[src/rtl/acgpe_pkg.sv]
// Shared constants and codes for the adjacent-change Gray path enumerator.
package acgpe_pkg;

    // Longest path the stores can hold (two to the largest bit count).
    localparam int PATH_LENGTH = 64;
    localparam int ADDR_W      = $clog2(PATH_LENGTH);
    localparam int DEPTH_W     = ADDR_W + 1;
    localparam int TRIED_W     = 2;
    localparam int STK_W       = TRIED_W + ADDR_W;

    // Fixed field widths of the item ports.
    localparam int VX_W    = 6;
    localparam int COUNT_W = 32;
    localparam int BITS_W  = 3;

    localparam logic [BITS_W-1:0]  BITS_MIN    = 3'd3;
    localparam logic [BITS_W-1:0]  BITS_MAX    = BITS_W'(ADDR_W);
    localparam logic [BITS_W-1:0]  BITS_RESET  = 3'd6;
    localparam logic [COUNT_W-1:0] LIMIT_RESET = 32'd1;

    // Configuration register indexes.
    localparam int CFG_IDX_W = 1;
    localparam logic [CFG_IDX_W-1:0] CFG_BIT_COUNT  = 1'd0;
    localparam logic [CFG_IDX_W-1:0] CFG_PATH_LIMIT = 1'd1;

    // Branch progress kept per search level.
    localparam logic [TRIED_W-1:0] TRIED_NONE  = 2'd0;
    localparam logic [TRIED_W-1:0] TRIED_RIGHT = 2'd1;
    localparam logic [TRIED_W-1:0] TRIED_BOTH  = 2'd2;

endpackage

[src/rtl/ac_gray_path_enumerator.sv]
// Timing is data dependent: a branch with no candidate ends in S_SRCH, a move adds S_CHK, a
// backtrack S_POP, S_POP_RD1/2 (or S_OUTER to S_CHECK_LIM at a new first flip), a result
// S_OUT_RD, S_OUT_LD, S_WAIT (held by an output stall). A restart (or first) request first
// sweeps the stores. One request at a time; the single sequencer and its two RAM ports set
// the pace. Reset (synchronous, active low) clears the sequencer, search phase, settings,
// depth and count; the stores are swept at the start of the first search, not at reset.
module ac_gray_path_enumerator
    import acgpe_pkg::*;
(
    input  logic                 i_clk,
    input  logic                 i_rst_n,
    // request channel
    input  logic                 i_valid,
    output logic                 o_stall,
    input  logic                 i_restart,
    // result channel
    output logic                 o_valid,
    input  logic                 i_stall,
    output logic [VX_W-1:0]      o_vertex,
    output logic [VX_W-1:0]      o_change_word,
    output logic [VX_W-1:0]      o_position,
    output logic [COUNT_W-1:0]   o_path_number,
    output logic                 o_done_res,
    output logic                 o_last,
    // configuration write channel
    input  logic                 i_cfg_valid,
    output logic                 o_cfg_ready,
    input  logic [CFG_IDX_W-1:0] i_cfg_index,
    input  logic [COUNT_W-1:0]   i_cfg_data
);

    // The sequencer walks the depth-first search one decision at a time. The
    // stack RAM holds, per level, the vertex and how many of its two branches
    // (right neighbour, then left neighbour) have been tried; the visited RAM
    // marks vertices on the current path. The top of the stack and the vertex
    // below it are cached in registers so that a forward step needs no stack read.
    typedef enum logic [3:0] {
        S_IDLE,
        S_CLEAR,
        S_PLACE_A,
        S_PLACE_B,
        S_CHECK_LIM,
        S_SRCH,
        S_CHK,
        S_POP,
        S_POP_RD1,
        S_POP_RD2,
        S_OUTER,
        S_OUT_RD,
        S_OUT_LD,
        S_DONE_LD,
        S_WAIT
    } t_state;

    typedef enum logic [1:0] {
        PH_IDLE,
        PH_RUN,
        PH_DONE
    } t_phase;

    t_state              r_state;
    t_phase              r_phase;
    logic [BITS_W-1:0]   r_bit_count;
    logic [COUNT_W-1:0]  r_limit;
    logic [BITS_W-1:0]   r_cur_bits;
    logic [DEPTH_W-1:0]  r_depth;
    logic [COUNT_W-1:0]  r_count;
    logic [ADDR_W-1:0]   r_top_v;
    logic [TRIED_W-1:0]  r_top_tried;
    logic [ADDR_W-1:0]   r_prev_v;
    logic [ADDR_W-1:0]   r_f;
    logic [ADDR_W-1:0]   r_w;
    logic [ADDR_W-1:0]   r_clr;
    logic [ADDR_W-1:0]   r_j;
    logic [ADDR_W-1:0]   r_last_vx;

    logic                r_o_valid;
    logic [VX_W-1:0]     r_o_vertex;
    logic [VX_W-1:0]     r_o_change;
    logic [VX_W-1:0]     r_o_position;
    logic [COUNT_W-1:0]  r_o_number;
    logic                r_o_done;
    logic                r_o_last;

    // Store ports
    logic                stk_we;
    logic [ADDR_W-1:0]   stk_waddr;
    logic [STK_W-1:0]    stk_wdata;
    logic [ADDR_W-1:0]   stk_raddr;
    logic [STK_W-1:0]    stk_rdata;
    logic                vis_we;
    logic [ADDR_W-1:0]   vis_waddr;
    logic [0:0]          vis_wdata;
    logic [ADDR_W-1:0]   vis_raddr;
    logic [0:0]          vis_rdata;

    // Search arithmetic shared by every step
    logic [BITS_W-1:0]   eff_bits;
    logic [DEPTH_W-1:0]  len;
    logic [ADDR_W-1:0]   mask;
    logic [DEPTH_W-1:0]  nh;
    logic [ADDR_W-1:0]   v1;
    logic [ADDR_W-1:0]   v2;
    logic [ADDR_W-1:0]   b;
    logic [TRIED_W-1:0]  tried_inc;
    logic [ADDR_W-1:0]   c;
    logic [ADDR_W-1:0]   w;
    logic                in_range;
    logic [DEPTH_W-1:0]  next_f;
    logic [ADDR_W-1:0]   out_vx;

    acgpe_ram #(.WIDTH(STK_W), .DEPTH(PATH_LENGTH)) u_stack (
        .i_clk   (i_clk),
        .i_we    (stk_we),
        .i_waddr (stk_waddr),
        .i_wdata (stk_wdata),
        .i_raddr (stk_raddr),
        .o_rdata (stk_rdata)
    );

    acgpe_ram #(.WIDTH(1), .DEPTH(PATH_LENGTH)) u_visited (
        .i_clk   (i_clk),
        .i_we    (vis_we),
        .i_waddr (vis_waddr),
        .i_wdata (vis_wdata),
        .i_raddr (vis_raddr),
        .o_rdata (vis_rdata)
    );

    // The written bit count is saturated into the supported range when a
    // search starts; changing it mid-search has no effect until then.
    always_comb begin
        eff_bits = r_bit_count;
        if (eff_bits > BITS_MAX) begin
            eff_bits = BITS_MAX;
        end
        if (eff_bits < BITS_MIN) begin
            eff_bits = BITS_MIN;
        end
    end

    assign len  = DEPTH_W'(1) << r_cur_bits;
    assign mask = ADDR_W'(len - DEPTH_W'(1));
    // Outer loop bound: the first flip stays below 2^(n/2)+1.
    assign nh   = (DEPTH_W'(1) << (r_cur_bits >> 1)) + DEPTH_W'(1);

    // First two vertices for a given first flip; the second flip doubles it.
    assign v1 = r_f & mask;
    assign v2 = (v1 ^ (r_f << 1)) & mask;

    // Next branch at the top of the stack: right neighbour first, then left.
    assign b         = (r_top_v ^ r_prev_v) & mask;
    assign tried_inc = r_top_tried + TRIED_W'(1);
    assign c         = (tried_inc == TRIED_RIGHT) ? ((b >> 1) & mask) : ((b << 1) & mask);
    assign w         = (r_top_v ^ c) & mask;
    assign in_range  = (r_depth >= DEPTH_W'(3)) && (r_depth <= len);

    assign next_f = DEPTH_W'(r_prev_v) << 1;
    assign out_vx = stk_rdata[ADDR_W-1:0];

    // Store port steering by sequencer state
    always_comb begin
        stk_we    = 1'b0;
        stk_waddr = '0;
        stk_wdata = '0;
        stk_raddr = '0;
        vis_we    = 1'b0;
        vis_waddr = '0;
        vis_wdata = '0;
        vis_raddr = '0;
        case (r_state)
            S_CLEAR: begin
                stk_we    = 1'b1;
                stk_waddr = r_clr;
                stk_wdata = '0;
                vis_we    = 1'b1;
                vis_waddr = r_clr;
                vis_wdata = (r_clr == '0);
            end
            S_PLACE_A: begin
                stk_we    = 1'b1;
                stk_waddr = ADDR_W'(1);
                stk_wdata = {TRIED_NONE, v1};
                vis_we    = 1'b1;
                vis_waddr = v1;
                vis_wdata = 1'b1;
            end
            S_PLACE_B: begin
                stk_we    = 1'b1;
                stk_waddr = ADDR_W'(2);
                stk_wdata = {TRIED_NONE, v2};
                vis_we    = 1'b1;
                vis_waddr = v2;
                vis_wdata = 1'b1;
            end
            S_SRCH: begin
                if (in_range && (r_top_tried != TRIED_BOTH)) begin
                    stk_we    = 1'b1;
                    stk_waddr = ADDR_W'(r_depth - DEPTH_W'(1));
                    stk_wdata = {tried_inc, r_top_v};
                end
                vis_raddr = w;
            end
            S_CHK: begin
                if (vis_rdata == 1'b0) begin
                    stk_we    = 1'b1;
                    stk_waddr = r_depth[ADDR_W-1:0];
                    stk_wdata = {TRIED_NONE, r_w};
                    vis_we    = 1'b1;
                    vis_waddr = r_w;
                    vis_wdata = 1'b1;
                end
            end
            S_POP: begin
                vis_we    = 1'b1;
                vis_waddr = r_top_v;
                vis_wdata = 1'b0;
                stk_raddr = ADDR_W'(r_depth - DEPTH_W'(2));
            end
            S_POP_RD1: begin
                stk_raddr = ADDR_W'(r_depth - DEPTH_W'(2));
            end
            S_OUTER: begin
                vis_we    = 1'b1;
                vis_waddr = r_prev_v;
                vis_wdata = 1'b0;
            end
            S_OUT_RD: begin
                stk_raddr = r_j;
            end
            default: begin
            end
        endcase
    end

    always_ff @(posedge i_clk) begin
        if (!i_rst_n) begin
            r_state     <= S_IDLE;
            r_phase     <= PH_IDLE;
            r_bit_count <= BITS_RESET;
            r_limit     <= LIMIT_RESET;
            r_cur_bits  <= BITS_RESET;
            r_depth     <= '0;
            r_count     <= '0;
            r_o_valid   <= 1'b0;
        end else begin
            if (i_cfg_valid) begin
                case (i_cfg_index)
                    CFG_BIT_COUNT:  r_bit_count <= i_cfg_data[BITS_W-1:0];
                    CFG_PATH_LIMIT: r_limit     <= i_cfg_data;
                    default: begin
                    end
                endcase
            end

            case (r_state)
                S_IDLE: begin
                    if (i_valid) begin
                        if (i_restart || (r_phase == PH_IDLE)) begin
                            r_cur_bits <= eff_bits;
                            r_count    <= '0;
                            r_phase    <= PH_RUN;
                            r_clr      <= '0;
                            r_state    <= S_CLEAR;
                        end else begin
                            r_state <= S_CHECK_LIM;
                        end
                    end
                end
                S_CLEAR: begin
                    r_clr <= r_clr + ADDR_W'(1);
                    if (r_clr == ADDR_W'(PATH_LENGTH - 1)) begin
                        r_f     <= ADDR_W'(1);
                        r_state <= S_PLACE_A;
                    end
                end
                S_PLACE_A: begin
                    r_state <= S_PLACE_B;
                end
                S_PLACE_B: begin
                    r_top_v     <= v2;
                    r_top_tried <= TRIED_NONE;
                    r_prev_v    <= v1;
                    r_depth     <= DEPTH_W'(3);
                    r_state     <= S_CHECK_LIM;
                end
                S_CHECK_LIM: begin
                    // The count cannot move within a request, so passing
                    // through here again after a new first flip is harmless.
                    if ((r_phase != PH_RUN) ||
                        ((r_limit != '0) && (r_count >= r_limit))) begin
                        r_state <= S_DONE_LD;
                    end else begin
                        r_state <= S_SRCH;
                    end
                end
                S_SRCH: begin
                    if (!in_range) begin
                        r_state <= S_DONE_LD;
                    end else if (r_top_tried != TRIED_BOTH) begin
                        r_top_tried <= tried_inc;
                        r_w         <= w;
                        if ((c != '0) && (r_depth < len)) begin
                            r_state <= S_CHK;
                        end
                    end else begin
                        r_state <= S_POP;
                    end
                end
                S_CHK: begin
                    if (vis_rdata == 1'b0) begin
                        r_prev_v    <= r_top_v;
                        r_top_v     <= r_w;
                        r_top_tried <= TRIED_NONE;
                        r_depth     <= r_depth + DEPTH_W'(1);
                        if ((r_depth + DEPTH_W'(1)) == len) begin
                            r_count <= r_count + COUNT_W'(1);
                            r_j     <= '0;
                            r_state <= S_OUT_RD;
                        end else begin
                            r_state <= S_SRCH;
                        end
                    end else begin
                        r_state <= S_SRCH;
                    end
                end
                S_POP: begin
                    r_depth <= r_depth - DEPTH_W'(1);
                    if ((r_depth - DEPTH_W'(1)) == DEPTH_W'(2)) begin
                        r_state <= S_OUTER;
                    end else begin
                        r_top_v <= r_prev_v;
                        r_state <= S_POP_RD1;
                    end
                end
                S_POP_RD1: begin
                    r_top_tried <= stk_rdata[STK_W-1:ADDR_W];
                    r_state     <= S_POP_RD2;
                end
                S_POP_RD2: begin
                    r_prev_v <= out_vx;
                    r_state  <= S_SRCH;
                end
                S_OUTER: begin
                    if (next_f >= nh) begin
                        r_state <= S_DONE_LD;
                    end else begin
                        r_f     <= ADDR_W'(next_f);
                        r_state <= S_PLACE_A;
                    end
                end
                S_OUT_RD: begin
                    r_state <= S_OUT_LD;
                end
                S_OUT_LD: begin
                    r_o_valid    <= 1'b1;
                    r_o_vertex   <= VX_W'(out_vx);
                    r_o_change   <= (r_j == '0) ? '0 : VX_W'(out_vx ^ r_last_vx);
                    r_o_position <= VX_W'(r_j);
                    r_o_number   <= r_count;
                    r_o_done     <= 1'b0;
                    r_o_last     <= (r_j == mask);
                    r_last_vx    <= out_vx;
                    r_state      <= S_WAIT;
                end
                S_DONE_LD: begin
                    r_phase      <= PH_DONE;
                    r_o_valid    <= 1'b1;
                    r_o_vertex   <= '0;
                    r_o_change   <= '0;
                    r_o_position <= '0;
                    r_o_number   <= r_count;
                    r_o_done     <= 1'b1;
                    r_o_last     <= 1'b1;
                    r_state      <= S_WAIT;
                end
                S_WAIT: begin
                    if (!i_stall) begin
                        r_o_valid <= 1'b0;
                        if (r_o_last) begin
                            r_state <= S_IDLE;
                        end else begin
                            r_j     <= r_j + ADDR_W'(1);
                            r_state <= S_OUT_RD;
                        end
                    end
                end
                default: begin
                    r_state <= S_IDLE;
                end
            endcase
        end
    end

    assign o_stall       = (r_state != S_IDLE);
    assign o_cfg_ready   = 1'b1;
    assign o_valid       = r_o_valid;
    assign o_vertex      = r_o_vertex;
    assign o_change_word = r_o_change;
    assign o_position    = r_o_position;
    assign o_path_number = r_o_number;
    assign o_done_res    = r_o_done;
    assign o_last        = r_o_last;

`ifndef SYNTHESIS
    // A search step only ever runs on a stack of at least three levels.
    a_srch_depth: assert property (@(posedge i_clk) disable iff (!i_rst_n)
        (r_state == S_SRCH) |-> ((r_depth >= DEPTH_W'(3)) && (r_depth <= len)))
        else $error("search step on an out-of-range stack depth");

    // A move is only checked while the path is still short of full length.
    a_chk_depth: assert property (@(posedge i_clk) disable iff (!i_rst_n)
        (r_state == S_CHK) |-> (r_depth < len))
        else $error("move checked on a full path");

    // No request is taken while a result is still on offer.
    a_no_overlap: assert property (@(posedge i_clk) disable iff (!i_rst_n)
        !o_stall |-> !o_valid)
        else $error("request channel open while a result is pending");

    // A done result leaves the search finished and the block free.
    a_done_phase: assert property (@(posedge i_clk) disable iff (!i_rst_n)
        (o_valid && o_done_res) |-> (r_phase == PH_DONE))
        else $error("done result while the search is still running");

    a_done_free: assert property (@(posedge i_clk) disable iff (!i_rst_n)
        (o_valid && !i_stall && o_last) |=> (r_state == S_IDLE))
        else $error("block busy after the final result of a request");
`endif

endmodule

[src/rtl/acgpe_ram.sv]
// Generic single-write, single-read RAM with registered read data.
module acgpe_ram #(
    parameter int WIDTH = 8,
    parameter int DEPTH = 64
) (
    input  logic                     i_clk,
    input  logic                     i_we,
    input  logic [$clog2(DEPTH)-1:0] i_waddr,
    input  logic [WIDTH-1:0]         i_wdata,
    input  logic [$clog2(DEPTH)-1:0] i_raddr,
    output logic [WIDTH-1:0]         o_rdata
);

    logic [WIDTH-1:0] r_mem [DEPTH];
    logic [WIDTH-1:0] r_rdata;

    always_ff @(posedge i_clk) begin
        if (i_we) begin
            r_mem[i_waddr] <= i_wdata;
        end
        r_rdata <= r_mem[i_raddr];
    end

    assign o_rdata = r_rdata;

endmodule
[config.mk]
export PLATFORM = sky130hd
export DESIGN_NAME = ac_gray_path_enumerator
export DESIGN_NICKNAME = d
export VERILOG_FILES = /design/src/rtl/acgpe_pkg.sv /design/src/rtl/ac_gray_path_enumerator.sv /design/src/rtl/acgpe_ram.sv
export SDC_FILE = /design/constraint.sdc
export NUM_CORES = 1
export LEC_CHECK = 0
export ABC_AREA = 1
export BUFFER_PORTS_ARGS = -buffer_cell sky130_fd_sc_hd__buf_2
export CORE_AREA = 2 2 266 268
export DETAILED_ROUTE_END_ITERATION = 10
export DIE_AREA = 0 0 268 270
export GPL_ROUTABILITY_DRIVEN = 0
export PLACE_DENSITY = 0.66
export SKIP_CTS_REPAIR_TIMING = 1
export SLEW_MARGIN = 20
export SYNTH_ARGS = -nofsm -noshare
export SYNTH_HDL_FRONTEND = slang
export SYNTH_SLANG_ARGS = --single-unit
[constraint.sdc]
create_clock -name i_clk -period 8.1 [get_ports i_clk]
set_clock_uncertainty 0.15 [all_clocks]
set_input_delay 1.215 -clock i_clk [delete_from_list [all_inputs] [get_ports i_clk]]
set_output_delay 1.215 -clock i_clk [all_outputs]
set_load 0.01 [all_outputs]
==> results of run 1 <==
power groups by stage:
| stage | sequential, W | combinational, W | clock [W] |
|---|---|---|---|
| floorplan | 0.00475 | 0.00111 | 0 |
| global placement | 0.00479 | 0.00172 | 0 |
| detailed placement | 0.00479 | 0.00173 | 0 |
| CTS | 0.00471 | 0.00174 | 0.00372 |
| global route | 0.00472 | 0.00193 | 0.00387 |
| finish | 0.00471 | 0.00178 | 0.00367 |
metrics by stage:
stage / total power, W / util [%] / hold slack [ps] / instance area (sq um)
after floorplan: 0.005867 / - / 279.7 / 34570
after global placement: 0.006510 / 51.49 / 325.5 / 35810
after detailed placement: 0.006522 / 51.49 / 326.0 / 35810
after CTS: 0.01017 / 55.21 / 335.7 / 38400
after global routing: 0.01052 / 55.22 / 355.7 / 38400
final: 0.01016 / 55.22 / 334.9 / 38400
registers in the layout, indices dropped and copies added (netlist names), 3 cells and up:
name	count
r_limit	32
u_visited.r_mem	64
r_depth	7
r_j	6
r_last_vx	6
o_path_number	32
r_count	32
o_position	6
r_state	4
r_clr	6
r_f	6
r_cur_bits	3
o_vertex	6
r_bit_count	3
u_stack.r_mem	512
r_prev_v	6
o_change_word	6
u_stack.o_rdata	8
r_top_v	6
r_w	6
synth_stat cells (all sizes together) (33+ instances only):
cell and instances:
a21oi 158, buf 93, clkbuf 62, dfxtp 93, edfxtp 672, ha 57
inv 276, nand2 533, nand3 276, nor2 497, nor3 40, o211ai 115
o21ai 276, xor2 33
worst register-to-register path: stages (launching register included):
cell	delay (ps)
dfxtp_1	650
nand2_1	250
inv_1	200
nand2_1	110
ha_1	310
nand2_1	70
nor2_1	170
nand2_1	100
nand2_1	80
nand2_1	50
nand2_1	90
nor2_1	70
nand2_1	650
nor2_1	80
nor2_1	180
inv_1	80
nor2_1	130
nand2_1	570
nor2_1	760
how the worst min path moves through the flow:
stage	start	end	slack, ps	depth (start not counted)
after CTS	r_phase[1]$_SDFFE_PN0P_	r_phase[1]$_SDFFE_PN0P_	340	2
final	r_phase[1]$_SDFFE_PN0P_	r_phase[1]$_SDFFE_PN0P_	330	2
after global routing	r_limit[23]$_SDFFE_PN0P_	r_limit[23]$_SDFFE_PN0P_	360	2
after floorplan	r_bit_count[2]$_SDFFE_PN1P_	r_bit_count[2]$_SDFFE_PN1P_	280	2
after detailed placement	r_limit[6]$_SDFFE_PN0P_	r_limit[6]$_SDFFE_PN0P_	330	2
after global placement	r_limit[23]$_SDFFE_PN0P_	r_limit[23]$_SDFFE_PN0P_	330	2
layer usage:
metal / vias up / GRT usage, % / wire (microns) / part of all wire, %
met5: - / 0 / 0 / 0
met4: 0 / 8.336 / 2571 / 2.8
met3: 163 / 4.075 / 7965 / 8.7
met2: 1201 / 39.73 / 42060 / 46
met1: 11910 / 35.21 / 38480 / 42
li1: 11750 / - / - / -
cells by family after synthesis:
logic type	share of synthesized area, %
simple gates	17.01
xor+xnor	1.393
flops	63.76
fa+ha+maj	2.063
other cells	0.01085
buf+inv	5.252
compound gates	10.52
area by class of cell:
cell class | instances | area share (%)
well taps | 940 | 3.063
inverters | 276 | 2.711
multi-input cells | 2135 | 28.26
clock inverters | 38 | 1.434
repair buffers | 122 | 1.818
flip-flops and latches | 765 | 57.39
diodes | 1 | 0.006516
clock buffers | 97 | 5.317
==> metrics.yaml, run 1 <==
min_path:
  min_path_type: "register to register"
synth:
  yosys-top-cells-area: "edfxtp_1 58%, nand2_1 5.7%, dfxtp_1 5.4%, nor2_1 5.3%, nand3_1 4.0%"
  synth_top_area_share_pct: 58.37
  syn_area_per_cell_sq_um: 10.38
  ys_types: 55
  yosysWarnings: 0
  yosys.area.top_type: "edfxtp_1"
  synth_cells: 3330
  yosysSeqAreaShare_pct: 63.76
  synth_edf_count: 672
  synth-seq-cells: 765
  synth_area_sq_mm: 0.03457
  synthArstFlopShare_pct: 0
  synthFlopType: "edfxtp_1"
cells_and_area:
  areaGrowthSynthToFinish_pct: 11.09
  n_fill_cell: 6015
  regArea_sq_mm: 0.02204
  final_cell_mix: "672 x edfxtp_1, 525 x nand2_1, 485 x nor2_1"
  final_common_cell: "edfxtp_1"
  multiInputGateArea_sq_mm: 0.01085
  final_nets: 3472
  final_layout_size_suffix_gt1_share_pct: 8.739
  instances_no_fill: 4374
run:
  maxCapViolCount: 0
sta:
  fmaxAchievable_mhz: 194.7
  relSlewSlack_pct: 26.49
  fin_setup_tns_ps: 0
  worst_pin_slew_ps: 1096
  rsz0062_at_grt: "no"
  fin_crit_sh_pct: 63.40
  drv_slew: 0
  setup_ws_ps: 2964
  min_period_ps: 5136
  hold_violations: 0
  setup_viol: 0
floorplan:
  dieWidth_microns: 268
  die_h_microns: 270
  num_rows: 97
  start_util_pct: 49.71
  dieArea_sq_mm: 0.07236
  io_pins: 94
  core_sq_mm: 0.06954
setup_path:
  critPathTopFamily: "simple AND/OR/NAND/NOR gates"
  crit_path_frequent_cell: "nand2_1"
  crit_fanout: 15
  cpPeakStageDelay_ps: 760
  cp.depth: 18
  ff2ff_setup_slack_ps: 2960
  endpoint_kind: "register"
  critPathArrivalTime_ps: 5230
  critPathCapture: "u_stack.r_mem[36][7]$_DFFE_PP_"
  rr_worst_depth: 18
  critical_path_class: "register to register"
  critical_path_required_ps: 8200
  crit_path_top_delay_cell: "nor2_1"
  start_kind: "register"
  cp_cell_sequence: "nand2_1 > inv_1 > nand2_1 > ha_1 > nand2_1 > nor2_1 > nand2_1 > nand2_1 > nand2_1 > nand2_1 > nor2_1 > nand2_1 > nor2_1 > nor2_1 > inv_1 > nor2_1 > nand2_1 > nor2_1"
  rr_endpoint: "u_stack.r_mem[36][7]$_DFFE_PP_"
  worstReg2RegStart: "r_cur_bits[2]$_SDFFE_PN1P_"
  setup.worst_path.start: "r_cur_bits[2]$_SDFFE_PN1P_"
  crit_buf_inv: 2
cts:
  root_buffer: "clkbuf_16"
  clk_latency_ps: 640
  cts.htree.levels: 3
  cts.sinks: 765
  numCtsBuffers: 76
  cts_tree: "built"
  cts.path.max_buffers: 3
  path_clk_slew_ps: 60
drt:
  drt_iter0_drc: 3141
  drt_wl_total_microns: 91080
  avgRoutedWirePerCell_microns: 20.82
  drtAntennaViolNets: 0
  firstDrtPassIters: 6
  drc: 0
  num_vias: 25030
  drt-vias-per-instance: 5.722
place:
  place_inst: 4238
  pre_cts_ws_ps: 3047
  portBuffers: 92
  place_hpwl_microns: 56200
global_route:
  grtUsageTotal_pct: 25.05
  grt_max_degree: 210
  grt_pass1_vias: 23710
  grt_pass1_wl_microns: 138300
  antenna_found_initial: 0
  grt-ovfl-total: 0
power:
  p_comb_share_pct: 17.5
  p_leak_nw: 13.72
  switchingPower_w: 0.002958
  vdd_ir_drop_max_v: 0.0001501
  intPower_w: 0.007202
  power_density_mw_per_mm2: 264.6
  clkPwrFrac_pct: 36.1
  p_seq_share_pct: 46.3
  swShare_pct: 29.12
outcome:
  status: "complete, no violations"
Note: power is estimated with default switching activity, not from simulation.
==> run 2, diff against run 1 <==
--- a/config.mk
+++ b/config.mk
@@ -5,7 +5,7 @@
 export SDC_FILE = /design/constraint.sdc
 export NUM_CORES = 1
 export LEC_CHECK = 0
-export ABC_AREA = 1
+export ABC_AREA = 0
 export BUFFER_PORTS_ARGS = -buffer_cell sky130_fd_sc_hd__buf_2
 export CORE_AREA = 2 2 266 268
 export DETAILED_ROUTE_END_ITERATION = 10
==> constraint.sdc (replaced) <==
create_clock -name i_clk -period 4.73 [get_ports i_clk]
set_clock_uncertainty 0.15 [all_clocks]
set_input_delay 0.7095 -clock i_clk [delete_from_list [all_inputs] [get_ports i_clk]]
set_output_delay 0.7095 -clock i_clk [all_outputs]
set_load 0.01 [all_outputs]
==> metrics.yaml, run 2 <==
power:
  vdd_ir_drop_max_v: 0.0002696  # was 0.0001501 V
  p_total_w: 0.01864  # was 0.01016 W
  p_leak_nw: 13.91  # was 13.72 nW
  power_density_mw_per_mm2: 474.0  # was 264.6 mW/mm^2
cells_and_area:
  final_layout_size_suffix_gt1_share_pct: 12.96  # was 8.739%
  final_area_sq_mm: 0.03932  # was 0.03840 sq mm
  top_register: "u_stack.r_mem"  # unchanged
  final_common_cell: "edfxtp_1"  # unchanged
  largest_reg_flops: 512  # unchanged
  final_nets: 3211  # was 3472
  largestRegisters: "u_stack.r_mem x512, u_visited.r_mem x64"  # unchanged
  areaGrowthSynthToFinish_pct: 14.19  # was 11.09%
  final_cell_mix: "672 x edfxtp_1, 645 x nand2_1, 225 x nor2_1"  # was 672 x edfxtp_1, 525 x nand2_1, 485 x nor2_1
cts:
  cts.htree.levels: 3  # unchanged
  clk_latency_ps: 630  # was 640 ps
  path_clk_slew_ps: 60  # about the same
  numCtsBuffers: 79  # was 76
  cts_tree: "built"  # unchanged
  cts.path.max_buffers: 3  # unchanged
  root_buffer: "clkbuf_16"  # unchanged
  cts.sinks: 765  # unchanged
place:
  portBuffers: 92  # unchanged
  placed_area_sq_mm: 0.03664  # was 0.03581 sq mm
  place_hpwl_microns: 63050  # was 56200 microns
sta:
  fin_crit_sh_pct: 93.61  # was 63.40%
  hold_violations: 0  # unchanged
  relSlewSlack_pct: 26.01  # was 26.49%
  min_period_ps: 4428  # was 5136 ps
  fmaxAchievable_mhz: 225.8  # was 194.7 MHz
  fin_setup_tns_ps: 0  # unchanged
  setup_viol: 0  # unchanged
  rsz0062_at_grt: "no"  # unchanged
  worst_pin_slew_ps: 1101  # was 1096 ps
  drv_slew: 0  # unchanged
floorplan:
  dieArea_sq_mm: 0.07236  # unchanged
  dieWidth_microns: 268  # unchanged
  die_h_microns: 270  # unchanged
  num_rows: 97  # unchanged
  io_pins: 94  # unchanged
  start_util_pct: 49.51  # was 49.71%
  core_sq_mm: 0.06954  # unchanged
synth:
  synth_edf_count: 672  # unchanged
  yosys.area_share.simple_pct: 17.71  # was 17.01%
  synth_xor_area_share_pct: 1.984  # was 1.393%
  yosys.area.top_type: "edfxtp_1"  # unchanged
  synth_top_area_share_pct: 58.61  # was 58.37%
  synth_top_family_by_area: "simple AND/OR/NAND/NOR gates"  # unchanged
  syn_area_per_cell_sq_um: 11.53  # was 10.38 sq um
  yosysSeqAreaShare_pct: 64.02  # was 63.76%
  synthAdderAreaFrac_pct: 2.071  # was 2.063%
  synth_area_sq_mm: 0.03443  # was 0.03457 sq mm
  synth_cells: 2987  # was 3330
  muxShareOfSynthArea_pct: 2.115  # was 0%
  synth_compound_area_share_pct: 9.027  # was 10.52%
  yosysWarnings: 0  # unchanged
  synthFlopType: "edfxtp_1"  # unchanged
  yosysMostFrequentCell: "edfxtp_1"  # unchanged
  synth-seq-cells: 765  # unchanged
  ys_types: 89  # was 55
  yosys-top-cells-area: "edfxtp_1 59%, nand2_1 7.1%, dfxtp_1 5.4%, nand3_1 3.0%, nor2_1 2.5%"  # was edfxtp_1 58%, nand2_1 5.7%, dfxtp_1 5.4%, nor2_1 5.3%, nand3_1 4.0%
  synthArstFlopShare_pct: 0  # unchanged
  synth_common_cells: "672 x edfxtp_1, 649 x nand2_1, 228 x nor2_1"  # was 672 x edfxtp_1, 526 x nand2_1, 486 x nor2_1
setup_path:
  critical_path_class: "register to register"  # unchanged
  cp_cell_sequence: "nor2_1 > nand2_1 > ha_1 > nor2b_1 > o21ai_0 > nand2b_1 > a21oi_1 > o21a_1 > o2111ai_1 > a221oi_1 > or3b_2 > nor2_1"  # was nand2_1 > inv_1 > nand2_1 > ha_1 > nand2_1 > nor2_1 > nand2_1 > nand2_1 > nand2_1 > nand2_1 > nor2_1 > nand2_1 > nor2_1 > nor2_1 > inv_1 > nor2_1 > nand2_1 > nor2_1
  crit_buf_inv: 0  # was 2
  endpoint_kind: "register"  # unchanged
  start_kind: "register"  # unchanged
  cpPeakStageDelay_ps: 680  # was 760 ps
  critical_path_required_ps: 4840  # was 8200 ps
  crit_path_top_delay_cell: "or3b_2"  # was nor2_1
  crit_path_frequent_cell: "nor2_1"  # was nand2_1
  critPathArrivalTime_ps: 4540  # was 5230 ps
  rr_worst_depth: 12  # was 18
  cp.depth: 12  # was 18
  critPathTopFamily: "simple AND/OR/NAND/NOR gates"  # unchanged
  crit_fanout: 13  # was 15
outcome:
  status: "complete, no violations"  # unchanged
global_route:
  grt_pass1_vias: 24330  # was 23710
  antenna_found_initial: 2  # was 0
  grt_max_degree: 80  # was 210
  grt-ovfl-total: 0  # unchanged
  grtUsageTotal_pct: 25.97  # was 25.05%
  grt_pass1_wl_microns: 143400  # was 138300 microns
min_path:
  min_path_type: "input pin to register"  # was register to register
  hold_path_depth: 3  # was 2
run:
  maxCapViolCount: 0  # unchanged
drt:
  drt_wl_total_microns: 94920  # was 91080 microns
  firstDrtPassIters: 8  # was 6
  num_vias: 25020  # was 25030
  drt_iter0_drc: 3076  # was 3141
  drc: 0  # unchanged
  avgRoutedWirePerCell_microns: 23.03  # was 20.82 microns
  drt-vias-per-instance: 6.070  # was 5.722
  drtAntennaViolNets: 0  # unchanged
-- run 2: cell types whose count changed after synthesis, sizes merged, moves of 35 or more --
cell / change
a21oi: -105
a311oi: +84
and3: +67
clkbuf: +51
inv: -205
mux2i: +48
nand2: +117
nand3: -72
nor2: -268
o211ai: -100
o21ai: -213
xnor2: +35
-- run 2: metal layers --
| metal | part of all wire (%) | track usage (%) |
|---|---|---|
| met1 | 40 | 35.27 |
| met2 | 46 | 40.48 |
| met3 | 9.6 | 5.288 |
| met4 | 4.1 | 11.38 |
| met5 | 0 | 0 |
-- run 2: area by class of cell --
| type | count | area, sq um |
|---|---|---|
| diodes | 2 | 5.005 |
| clock buffers | 104 | 2195 |
| clock inverters | 41 | 473.0 |
| fillers | 5698 | 30230 |
| inverters | 72 | 270.3 |
| multi-input cells | 1972 | 11460 |
| flip-flops and latches | 765 | 22040 |
| well taps | 940 | 1176 |
| repair buffers | 225 | 1700 |
-- run 2: worst paths after layout --
kind                               from                        endpoint  slack [ps]
max          r_cur_bits[1]$_SDFFE_PN1P_  u_stack.r_mem[17][6]$_DFFE_PP_         300
min                       i_cfg_data[0]         r_limit[0]$_SDFFE_PN1P_         180
max reg2reg  r_cur_bits[1]$_SDFFE_PN1P_  u_stack.r_mem[17][6]$_DFFE_PP_         300
min reg2reg    r_limit[12]$_SDFFE_PN0P_        r_limit[12]$_SDFFE_PN0P_         320
-- run 2: kinds of logic after synthesis --
kind of cell               Yosys count
DFF                                765
muxes                               62
other                                1
adders and majority gates           57
AOI/OAI and AO/OA                  423
buffers and inverters              251
xor gates and xnor gates            78
and+or+nand+nor                   1350
-- run 2: through the flow --
| step | util, % | hold slack [ps] | setup WS, ps | cells |
|---|---|---|---|---|
| 2_1_floorplan | - | 285.1 | 693.0 | 2988 |
| 3_3_place_gp | 52.67 | 296.6 | 487.6 | 3973 |
| 3_5_place_dp | 52.68 | 310.9 | 444.3 | 3974 |
| 4_1_cts | 56.52 | 151.4 | 430.6 | 4119 |
| 5_1_grt | 56.54 | 165.3 | 111.4 | 4121 |
| 6_report | 56.54 | 178.6 | 302.1 | 4121 |
-- run 2: worst reg2reg max path, delay by kind of cell, from the launching register on --
family | cells | cell delay, ps
AND/OR/NAND/NOR | 6 | 1910
AO/OA/AOI/OAI | 5 | 1240
flip-flops | 1 | 440
adder cells (fa/ha/maj) | 1 | 320
-- run 2: power breakdown --
| part | switching (W) | total, W | internal, W |
|---|---|---|---|
| Combinational | 0.00280 | 0.00396 | 0.00117 |
| Sequential | 0.000319 | 0.00831 | 0.00799 |
| Clock | 0.00263 | 0.00636 | 0.00373 |
